### src/lps_pkg.sv
`timescale 1ns / 1ps

package lps_pkg;

	typedef struct packed {
		logic [1:0]  operation;
		logic [3:0]  led;
		logic [4:0]  position;
		logic [7:0]  symbol;
		logic        symbol_last;
		logic [15:0] loop_limit;
		logic [15:0] step_period;
	} cmd_word_t;

	typedef struct packed {
		logic [3:0] out_led;
		logic [2:0] color;
		logic       run_last;
	} res_word_t;

	localparam logic [1:0] OP_TICK = 2'd0;
	localparam logic [1:0] OP_LOAD = 2'd1;
	localparam logic [1:0] OP_STOP = 2'd2;

	localparam logic [7:0] CH_SPACE = 8'h20;
	localparam logic [7:0] CH_AMBER = 8'h61;
	localparam logic [7:0] CH_GREEN = 8'h67;
	localparam logic [7:0] CH_RED   = 8'h72;
	localparam logic [7:0] CH_ON    = 8'h6F;

	localparam logic [2:0] CODE_OFF     = 3'd0;
	localparam logic [2:0] CODE_AMBER   = 3'd1;
	localparam logic [2:0] CODE_GREEN   = 3'd2;
	localparam logic [2:0] CODE_RED     = 3'd3;
	localparam logic [2:0] CODE_ON      = 3'd4;
	localparam logic [2:0] CODE_UNKNOWN = 3'd7;

	typedef enum logic [2:0] {
		ST_IDLE,
		ST_COPY,
		ST_COMMIT,
		ST_WALK,
		ST_FLUSH
	} state_t;

	function automatic logic [2:0] sym_code(input logic [7:0] ch);
		logic [2:0] c;
		case (ch)
			CH_SPACE: c = CODE_OFF;
			CH_AMBER: c = CODE_AMBER;
			CH_GREEN: c = CODE_GREEN;
			CH_RED:   c = CODE_RED;
			CH_ON:    c = CODE_ON;
			default:  c = CODE_UNKNOWN;
		endcase
		return c;
	endfunction

endpackage

### src/multi_led_pattern_sequencer.sv
`timescale 1ns / 1ps
// Load word: a load marked last goes on to copy and compare the pattern, one symbol per
// cycle, then commit. Stop word: clears the LED's active flag.
// Tick word: walks the entry memory one LED per cycle while results are not stalled;
// each colour waits in a holding register until the next reporting LED or the end of
// the walk. One word is handled at a time.
// arst_n clears the FSM, active flags, output valid and the shared last colour.
module multi_led_pattern_sequencer #(
	parameter int NUM_LEDS        = 16,
	parameter int MAX_PATTERN_LEN = 32
) (
	input  logic                clk,
	input  logic                arst_n,
	input  logic                cmd_valid,
	output logic                cmd_stall,
	input  lps_pkg::cmd_word_t  cmd,
	output logic                res_valid,
	input  logic                res_stall,
	output lps_pkg::res_word_t  res
);

	import lps_pkg::*;

	localparam int LW    = (NUM_LEDS > 1) ? $clog2(NUM_LEDS) : 1;
	localparam int IW    = (MAX_PATTERN_LEN > 1) ? $clog2(MAX_PATTERN_LEN) : 1;
	localparam int LENW  = $clog2(MAX_PATTERN_LEN + 1);
	localparam int ENT_W = LENW + 64 + IW;

	// Per-LED entry packed as {length, limit, period, sub tick, index, loops}.

	state_t state_q, state_d;

	logic accept, adv;
	logic [8:0] pos9;
	logic [6:0] led7;
	logic pos_ok, led_ok;
	logic [IW-1:0] pos_i;
	logic [LW-1:0] led_e;
	logic [LENW-1:0] len_new;

	// memory ports
	logic stg_we, stg_re;
	logic [IW-1:0] stg_raddr;
	logic [2:0] stg_rdata;
	logic st_we, st_re;
	logic [LW+IW-1:0] st_waddr, st_raddr;
	logic [2:0] st_rdata;
	logic ent_we, ent_re;
	logic [LW-1:0] ent_waddr, ent_raddr;
	logic [ENT_W-1:0] ent_wdata, ent_rdata;

	// entry fields as read
	logic [LENW-1:0] r_len;
	logic [15:0] r_lim, r_per, r_sub, r_loops;
	logic [IW-1:0] r_idx;

	// control and pipeline registers
	logic [NUM_LEDS-1:0] active_q;
	logic [LW-1:0] e_q;
	logic [LENW-1:0] len_q, cnt_q;
	logic [15:0] limit_q, period_q;
	logic differ_q;
	logic rdv_s1;
	logic [IW-1:0] ridx_s1;
	logic [LW:0] wcnt_q;
	logic v_s1, v_s2, cv_s2;
	logic [LW-1:0] e_s1, e_s2;
	logic pend_v_q;
	logic [LW-1:0] pend_e_q;
	logic [2:0] pend_col_q, last_q;
	logic res_valid_q;
	res_word_t res_q;

	// walk datapath
	logic finished, report;
	logic [16:0] sub_nx;
	logic wrap, endp;
	logic [LENW:0] idx_nx;
	logic [15:0] u_sub, u_loops;
	logic [IW-1:0] u_idx;
	logic [2:0] c_s2, col_s2;
	logic push, push_last;
	logic [6:0] pend_e7;

	assign accept    = cmd_valid && !cmd_stall;
	assign cmd_stall = (state_q != ST_IDLE);
	assign adv       = !res_valid_q || !res_stall;

	assign pos9    = {4'd0, cmd.position};
	assign led7    = {3'd0, cmd.led};
	assign pos_ok  = pos9 < 9'(MAX_PATTERN_LEN);
	assign led_ok  = led7 < 7'(NUM_LEDS);
	assign pos_i   = pos9[IW-1:0];
	assign led_e   = led7[LW-1:0];
	assign len_new = LENW'(pos9 + 9'd1);

	assign {r_len, r_lim, r_per, r_sub, r_idx, r_loops} = ent_rdata;

	// Advance one LED by one base tick.
	always_comb begin
		finished = (r_lim != 16'd0) && (r_loops >= r_lim);
		report   = v_s1 && active_q[e_s1] && !finished;
		sub_nx   = {1'b0, r_sub} + 17'd1;
		wrap     = sub_nx >= {1'b0, r_per};
		idx_nx   = (LENW+1)'(r_idx) + (LENW+1)'(1);
		endp     = idx_nx >= (LENW+1)'(r_len);
		u_sub    = wrap ? 16'd0 : sub_nx[15:0];
		u_idx    = r_idx;
		u_loops  = r_loops;
		if (wrap) begin
			u_idx = endp ? '0 : idx_nx[IW-1:0];
			if (endp && r_loops != 16'hFFFF) begin
				u_loops = r_loops + 16'd1;
			end
		end
	end

	// Unknown codes repeat the last colour shown.
	assign c_s2   = cv_s2 ? st_rdata : CODE_OFF;
	assign col_s2 = (c_s2 <= CODE_ON) ? c_s2 : last_q;

	always_comb begin
		state_d   = state_q;
		stg_we    = 1'b0;
		stg_re    = 1'b0;
		stg_raddr = cnt_q[IW-1:0];
		st_we     = 1'b0;
		st_waddr  = {e_q, ridx_s1};
		st_re     = 1'b0;
		st_raddr  = {e_q, cnt_q[IW-1:0]};
		ent_we    = 1'b0;
		ent_waddr = e_q;
		ent_wdata = {len_q, limit_q, period_q, 16'd0, {IW{1'b0}}, 16'd0};
		ent_re    = 1'b0;
		ent_raddr = led_e;
		push      = 1'b0;
		push_last = 1'b0;
		case (state_q)
			ST_IDLE: begin
				if (accept) begin
					case (cmd.operation)
						OP_LOAD: begin
							if (pos_ok) begin
								stg_we = 1'b1;
								if (cmd.symbol_last && led_ok) begin
									ent_re  = 1'b1;
									state_d = ST_COPY;
								end
							end
						end
						OP_TICK: state_d = ST_WALK;
						default: ;
					endcase
				end
			end
			ST_COPY: begin
				// copy staging into the store while comparing with the old pattern
				if (cnt_q < len_q) begin
					stg_re = 1'b1;
					st_re  = 1'b1;
				end
				st_we = rdv_s1;
				if (cnt_q == len_q && !rdv_s1) begin
					state_d = ST_COMMIT;
				end
			end
			ST_COMMIT: begin
				if (!active_q[e_q]) begin
					ent_we = 1'b1;
				end else if (differ_q || r_len != len_q) begin
					// restart, keep limit and period
					ent_we    = 1'b1;
					ent_wdata = {len_q, r_lim, r_per, 16'd0, {IW{1'b0}}, 16'd0};
				end
				state_d = ST_IDLE;
			end
			ST_WALK: begin
				if (adv) begin
					ent_re    = wcnt_q < (LW+1)'(NUM_LEDS);
					ent_raddr = wcnt_q[LW-1:0];
					ent_we    = report;
					ent_waddr = e_s1;
					ent_wdata = {r_len, r_lim, r_per, u_sub, u_idx, u_loops};
					st_re     = report;
					st_raddr  = {e_s1, r_idx};
					push      = v_s2 && pend_v_q;
					if (wcnt_q == (LW+1)'(NUM_LEDS) && !v_s1 && !v_s2) begin
						state_d = ST_FLUSH;
					end
				end
			end
			ST_FLUSH: begin
				if (adv) begin
					push      = pend_v_q;
					push_last = 1'b1;
					state_d   = ST_IDLE;
				end
			end
			default: state_d = ST_IDLE;
		endcase
	end

	always_ff @(posedge clk or negedge arst_n) begin
		if (!arst_n) begin
			state_q <= ST_IDLE;
		end else begin
			state_q <= state_d;
		end
	end

	always_ff @(posedge clk or negedge arst_n) begin
		if (!arst_n) begin
			active_q    <= '0;
			rdv_s1      <= 1'b0;
			v_s1        <= 1'b0;
			v_s2        <= 1'b0;
			pend_v_q    <= 1'b0;
			last_q      <= CODE_OFF;
			res_valid_q <= 1'b0;
		end else begin
			if (push) begin
				res_valid_q <= 1'b1;
			end else if (!res_stall) begin
				res_valid_q <= 1'b0;
			end
			case (state_q)
				ST_IDLE: begin
					if (accept) begin
						if (cmd.operation == OP_STOP && led_ok) begin
							active_q[led_e] <= 1'b0;
						end
						rdv_s1   <= 1'b0;
						v_s1     <= 1'b0;
						v_s2     <= 1'b0;
						pend_v_q <= 1'b0;
					end
				end
				ST_COPY: begin
					rdv_s1 <= cnt_q < len_q;
				end
				ST_COMMIT: begin
					active_q[e_q] <= 1'b1;
				end
				ST_WALK: begin
					if (adv) begin
						v_s1 <= wcnt_q < (LW+1)'(NUM_LEDS);
						v_s2 <= report;
						if (v_s2) begin
							pend_v_q <= 1'b1;
							last_q   <= col_s2;
						end
					end
				end
				ST_FLUSH: begin
					if (adv) begin
						pend_v_q <= 1'b0;
					end
				end
				default: ;
			endcase
		end
	end

	assign pend_e7 = 7'(pend_e_q);

	always_ff @(posedge clk) begin
		if (push) begin
			res_q <= '{out_led: pend_e7[3:0], color: pend_col_q, run_last: push_last};
		end
		case (state_q)
			ST_IDLE: begin
				e_q      <= led_e;
				len_q    <= len_new;
				limit_q  <= cmd.loop_limit;
				period_q <= (cmd.step_period == 16'd0) ? 16'd1 : cmd.step_period;
				cnt_q    <= '0;
				differ_q <= 1'b0;
				wcnt_q   <= '0;
			end
			ST_COPY: begin
				if (cnt_q < len_q) begin
					cnt_q   <= cnt_q + LENW'(1);
					ridx_s1 <= cnt_q[IW-1:0];
				end
				if (rdv_s1 && stg_rdata != st_rdata) begin
					differ_q <= 1'b1;
				end
			end
			ST_WALK: begin
				if (adv) begin
					if (wcnt_q < (LW+1)'(NUM_LEDS)) begin
						wcnt_q <= wcnt_q + (LW+1)'(1);
					end
					e_s1  <= wcnt_q[LW-1:0];
					e_s2  <= e_s1;
					cv_s2 <= (LENW+1)'(r_idx) < (LENW+1)'(r_len);
					if (v_s2) begin
						pend_e_q   <= e_s2;
						pend_col_q <= col_s2;
					end
				end
			end
			default: ;
		endcase
	end

	assign res_valid = res_valid_q;
	assign res       = res_q;

	lps_ram #(.WIDTH(3), .DEPTH(2 ** IW)) u_staging (
		.clk   (clk),
		.we    (stg_we),
		.waddr (pos_i),
		.wdata (sym_code(cmd.symbol)),
		.re    (stg_re),
		.raddr (stg_raddr),
		.rdata (stg_rdata)
	);

	lps_ram #(.WIDTH(3), .DEPTH(2 ** (LW + IW))) u_store (
		.clk   (clk),
		.we    (st_we),
		.waddr (st_waddr),
		.wdata (stg_rdata),
		.re    (st_re),
		.raddr (st_raddr),
		.rdata (st_rdata)
	);

	lps_ram #(.WIDTH(ENT_W), .DEPTH(2 ** LW)) u_entry (
		.clk   (clk),
		.we    (ent_we),
		.waddr (ent_waddr),
		.wdata (ent_wdata),
		.re    (ent_re),
		.raddr (ent_raddr),
		.rdata (ent_rdata)
	);

endmodule

### src/lps_ram.sv
`timescale 1ns / 1ps

module lps_ram #(
	parameter int WIDTH = 8,
	parameter int DEPTH = 16
) (
	input  logic                                  clk,
	input  logic                                  we,
	input  logic [((DEPTH > 1) ? $clog2(DEPTH) : 1)-1:0] waddr,
	input  logic [WIDTH-1:0]                      wdata,
	input  logic                                  re,
	input  logic [((DEPTH > 1) ? $clog2(DEPTH) : 1)-1:0] raddr,
	output logic [WIDTH-1:0]                      rdata
);

	logic [WIDTH-1:0] mem [DEPTH];

	always_ff @(posedge clk) begin
		if (we) begin
			mem[waddr] <= wdata;
		end
		// hold read data while no read is issued
		if (re) begin
			rdata <= mem[raddr];
		end
	end

endmodule
### config.mk
export PLATFORM = sky130hd
export DESIGN_NAME = multi_led_pattern_sequencer
export DESIGN_NICKNAME = d
export VERILOG_FILES = /design/src/lps_pkg.sv /design/src/multi_led_pattern_sequencer.sv /design/src/lps_ram.sv
export SDC_FILE = /design/constraint.sdc
export NUM_CORES = 2
export LEC_CHECK = 0
export BUFFER_PORTS_ARGS = -buffer_cell sky130_fd_sc_hd__buf_4
export CAP_MARGIN = 20
export CORE_MARGIN = 2
export CORE_UTILIZATION = 45
export CTS_CLUSTER_SIZE = 24
export DETAILED_ROUTE_END_ITERATION = 10
export GPL_ROUTABILITY_DRIVEN = 0
export MAX_ROUTING_LAYER = met4
export SYNTH_ARGS = -nofsm -noshare
export SYNTH_HDL_FRONTEND = slang
export SYNTH_SLANG_ARGS = --single-unit
### constraint.sdc
create_clock -name clk -period 9.23 [get_ports clk]
set_clock_uncertainty 0.05 [all_clocks]
set_input_delay 0.4615 -clock clk [delete_from_list [all_inputs] [get_ports clk]]
set_output_delay 0.4615 -clock clk [all_outputs]
set_load 0.005 [all_outputs]
==> results.ini <==
[timing]
setup_viol=0
rsz0062_at_grt=false
setup_tns_ns=0
finalHoldViolations=0
setup_slack_ns=2.95
period_needed_ns=6.28
report.final.slew_viol_count=0
worst_slew_pin_slew_ns=1.22
min_period_over_period=0.681
maxClockFrequency_mhz=159
slew_headroom=0.187

[place]
pre_cts_ws_ns=3.03
dpl.hpwl_um=184000
port_buffers=65
placed_area_um2=127000
dpl.cell_count=10963

[status]
status=finished, final reports clean

[routing]
drtIter0Drc=8521
drt-total-wl_um=335000
post-route-drc-count=0
via_per_inst=6.05
drtAntennaViolNets=0
via_count=70082
firstDrtPassIters=7
wl_per_cell_um=29.0

[power_and_ir_drop]
intPower_mw=28.6
p_clk_frac=0.277
ir_worst_vdd_v=0.000344
p_sw_mw=15.4
p_per_area_nw_per_um2=321
p_leak_nw=44.8
swShare=0.350
seqPwrFrac=0.408
power_frac_comb=0.315

[logic_synthesis]
ys_seq_elements=3023
synthArstFlopShare=0.00893
synth_nets=7742
ys_seq_area_frac=0.743
synth_edf_count=2996
yosysUniqueCellTypes=85
yosysTopAreaCell=edfxtp_1
ys.flop_type=edfxtp_1
synthCells=7627
syn_area_per_cell_um2=16.0
ys_top_cells_by_area=edfxtp_1 74%, mux4_2 6.3%, nand2_1 3.6%
yosysWarnings=0
yosys.area.top_type_share=0.737
synth_area_um2=122000

[clock_tree]
cts-root-buf=clkbuf_16
post_cts_buffers=0
post_cts_resized=0
numClockSinks=3023
cts_hold_buf=48
clk_pin_slew_ns=0.06
cts_tree=yes
cts.path.max_buffers=4
cts_buffers=306
clk_latency_ns=0.88
htree_levels=5

[global_routing]
grt.total_usage=0.246
grt_max_degree=204
grt.overflow.total=0
antenna_found_initial=9
grt_pass1_wl_um=488000
grt_pass1_vias=70320

[hold_path]
hold_class=input port to asynchronous set/reset pin

[worst_setup_path]
critPathCapture=u_store.rdata[2]$_DFFE_PP_
r2r_setup_slack_ns=2.95
crit_fanout=56
rr_endpoint=u_store.rdata[2]$_DFFE_PP_
cp.required_ns=9.74
crit_type=register to register
crit_path_start=state_q[0]$_DFFE_PN0P_
worstReg2RegStart=state_q[0]$_DFFE_PN0P_
reg2reg_depth=11
worstPathArrival_ns=6.79
cp-start-kind=register
cp-end-kind=register

[layout]
layout.cells.non_filler=11577
fin_area_um2=137000
fin_nets=7881
fill_cells=22210
areaGrowthSynthToFinish_pct=12.3
drive_above_1_share=0.144

[floorplan]
die_area_um2=275000
fp.dieH_um=525
core_area_um2=270000
placementRows=191
pin_count=66
start_util=0.451
die_w_um=525

[run]
drv_cap=0

-- synthesized netlist by cell type (18+ instances only) --
library cell and number:
nor4_1 47, or3_1 18, a211oi_1 92, nor2_1 610
a31oi_1 127, nand3_1 132, and3_1 137, a32oi_1 45
mux4_2 343, edfxtp_1 2996, xor2_1 24, buf_6 22
nor2b_1 27, nand2_1 1163, o221ai_1 87, o22ai_1 42
mux2i_1 317, dfrtp_1 27, buf_4 38, clkbuf_1 236
and2_1 81, a311oi_1 130, buf_2 172, o21ai_0 120
inv_1 103, nor3_1 33, a21oi_1 130, ha_1 59
buf_1 35, o41ai_1 28
-- cell families (layout without fill, tap and decap cells) --
logic type | Yosys count | in the layout | share of synthesized area
DFF | 3023 | 3023 | 0.743
muxes | 672 | 672 | 0.0907
and+or+nand+nor | 2330 | 2330 | 0.0822
AOI/OAI and AO/OA | 898 | 898 | 0.0523
buffers and inverters | 607 | 975 | 0.0230
adders and majority gates | 59 | 59 | 0.00605
other | 0 | 12 | 0
xor gates and xnor gates | 38 | 38 | 0.00273
-- worst max-delay path, cell delays in order, from the launching register on --
cell and delay [ns]:
dfrtp_1 0.65, and3b_1 0.44, nand2_4 0.57, inv_4 0.61, o31a_2 0.58, or2_2 0.59, buf_4 0.55, a21oi_1 0.09
nor4_1 0.36, a311oi_1 0.30, o41ai_1 0.99, nand4_1 0.15
-- cell type report --
type / count / area (um^2) / area share
clock buffers: 373 / 8120 / 0.0593
diodes: 12 / 30.0 / 0.000219
clock inverters: 164 / 1500 / 0.0109
multi-input cells: 3997 / 28900 / 0.211
flip-flops and latches: 3023 / 90600 / 0.662
repair buffers: 334 / 2870 / 0.0210
inverters: 104 / 393 / 0.00287
well taps: 3570 / 4470 / 0.0326
-- through the flow --
stage | hold WS, ns | total power, mW | util
CTS | 0.0679 | 44.0 | 0.506
global placement | 0.361 | 31.8 | 0.468
global route | 0.105 | 45.5 | 0.507
floorplan | 0.116 | 26.9 | -
detailed placement | 0.364 | 31.9 | 0.469
finish | 0.0981 | 44.0 | 0.507
-- flip-flops by register name (all words and copies together) (netlist names), 6 cells and up --
register / count
limit_q: 16
period_q: 16
cnt_q: 6
res: 8
active_q: 16
u_staging.mem: 96
u_entry.mem: 1200
len_q: 6
u_store.mem: 1536
u_entry.rdata: 75
-- per-layer routing --
metal / GRT usage / part of all wire / vias up
met5: - / 0 / -
met4: 0.0841 / 0.036 / 0
met3: 0.0375 / 0.079 / 641
met2: 0.390 / 0.48 / 3229
met1: 0.326 / 0.40 / 36383
li1: - / - / 29829
-- power groups by stage --
stage	clock (mW)	sequential, mW	combinational [mW]
finish	12.2	17.9	13.9
global route	12.9	18.0	14.7
CTS	12.3	17.9	13.7
detailed placement	0	18.2	13.7
global placement	0	18.2	13.6
floorplan	0	18.7	8.19
-- placed cells by master, fill, tap and decap left out, types with 66 or more instances in the layout --
cell type,n
edfxtp_1,2996
nand2_1,1148
nor2_1,601
mux4_2,343
clkbuf_16,316
mux2i_1,312
buf_4,264
and3_1,137
a311oi_1,130
nand3_1,128
a21oi_1,128
a31oi_1,126
o21ai_0,110
inv_1,102
a211oi_1,92
o221ai_1,87
and2_1,80
clkinv_1,66
-- worst min path at each step --
stage	start	to	cells past startpoint
floorplan	arst_n	active_q[0]$_DFFE_PN0P_	0
global placement	arst_n	rdv_s1$_DFFE_PN0P_	1
detailed placement	pend_e_q[0]$_DFFE_PP_	res[4]$_DFFE_PP_	0
CTS	arst_n	state_q[1]$_DFFE_PN0P_	2
global route	arst_n	state_q[1]$_DFFE_PN0P_	2
finish	arst_n	state_q[1]$_DFFE_PN0P_	2
No activity file was read; power rests on OpenSTA's default activity.
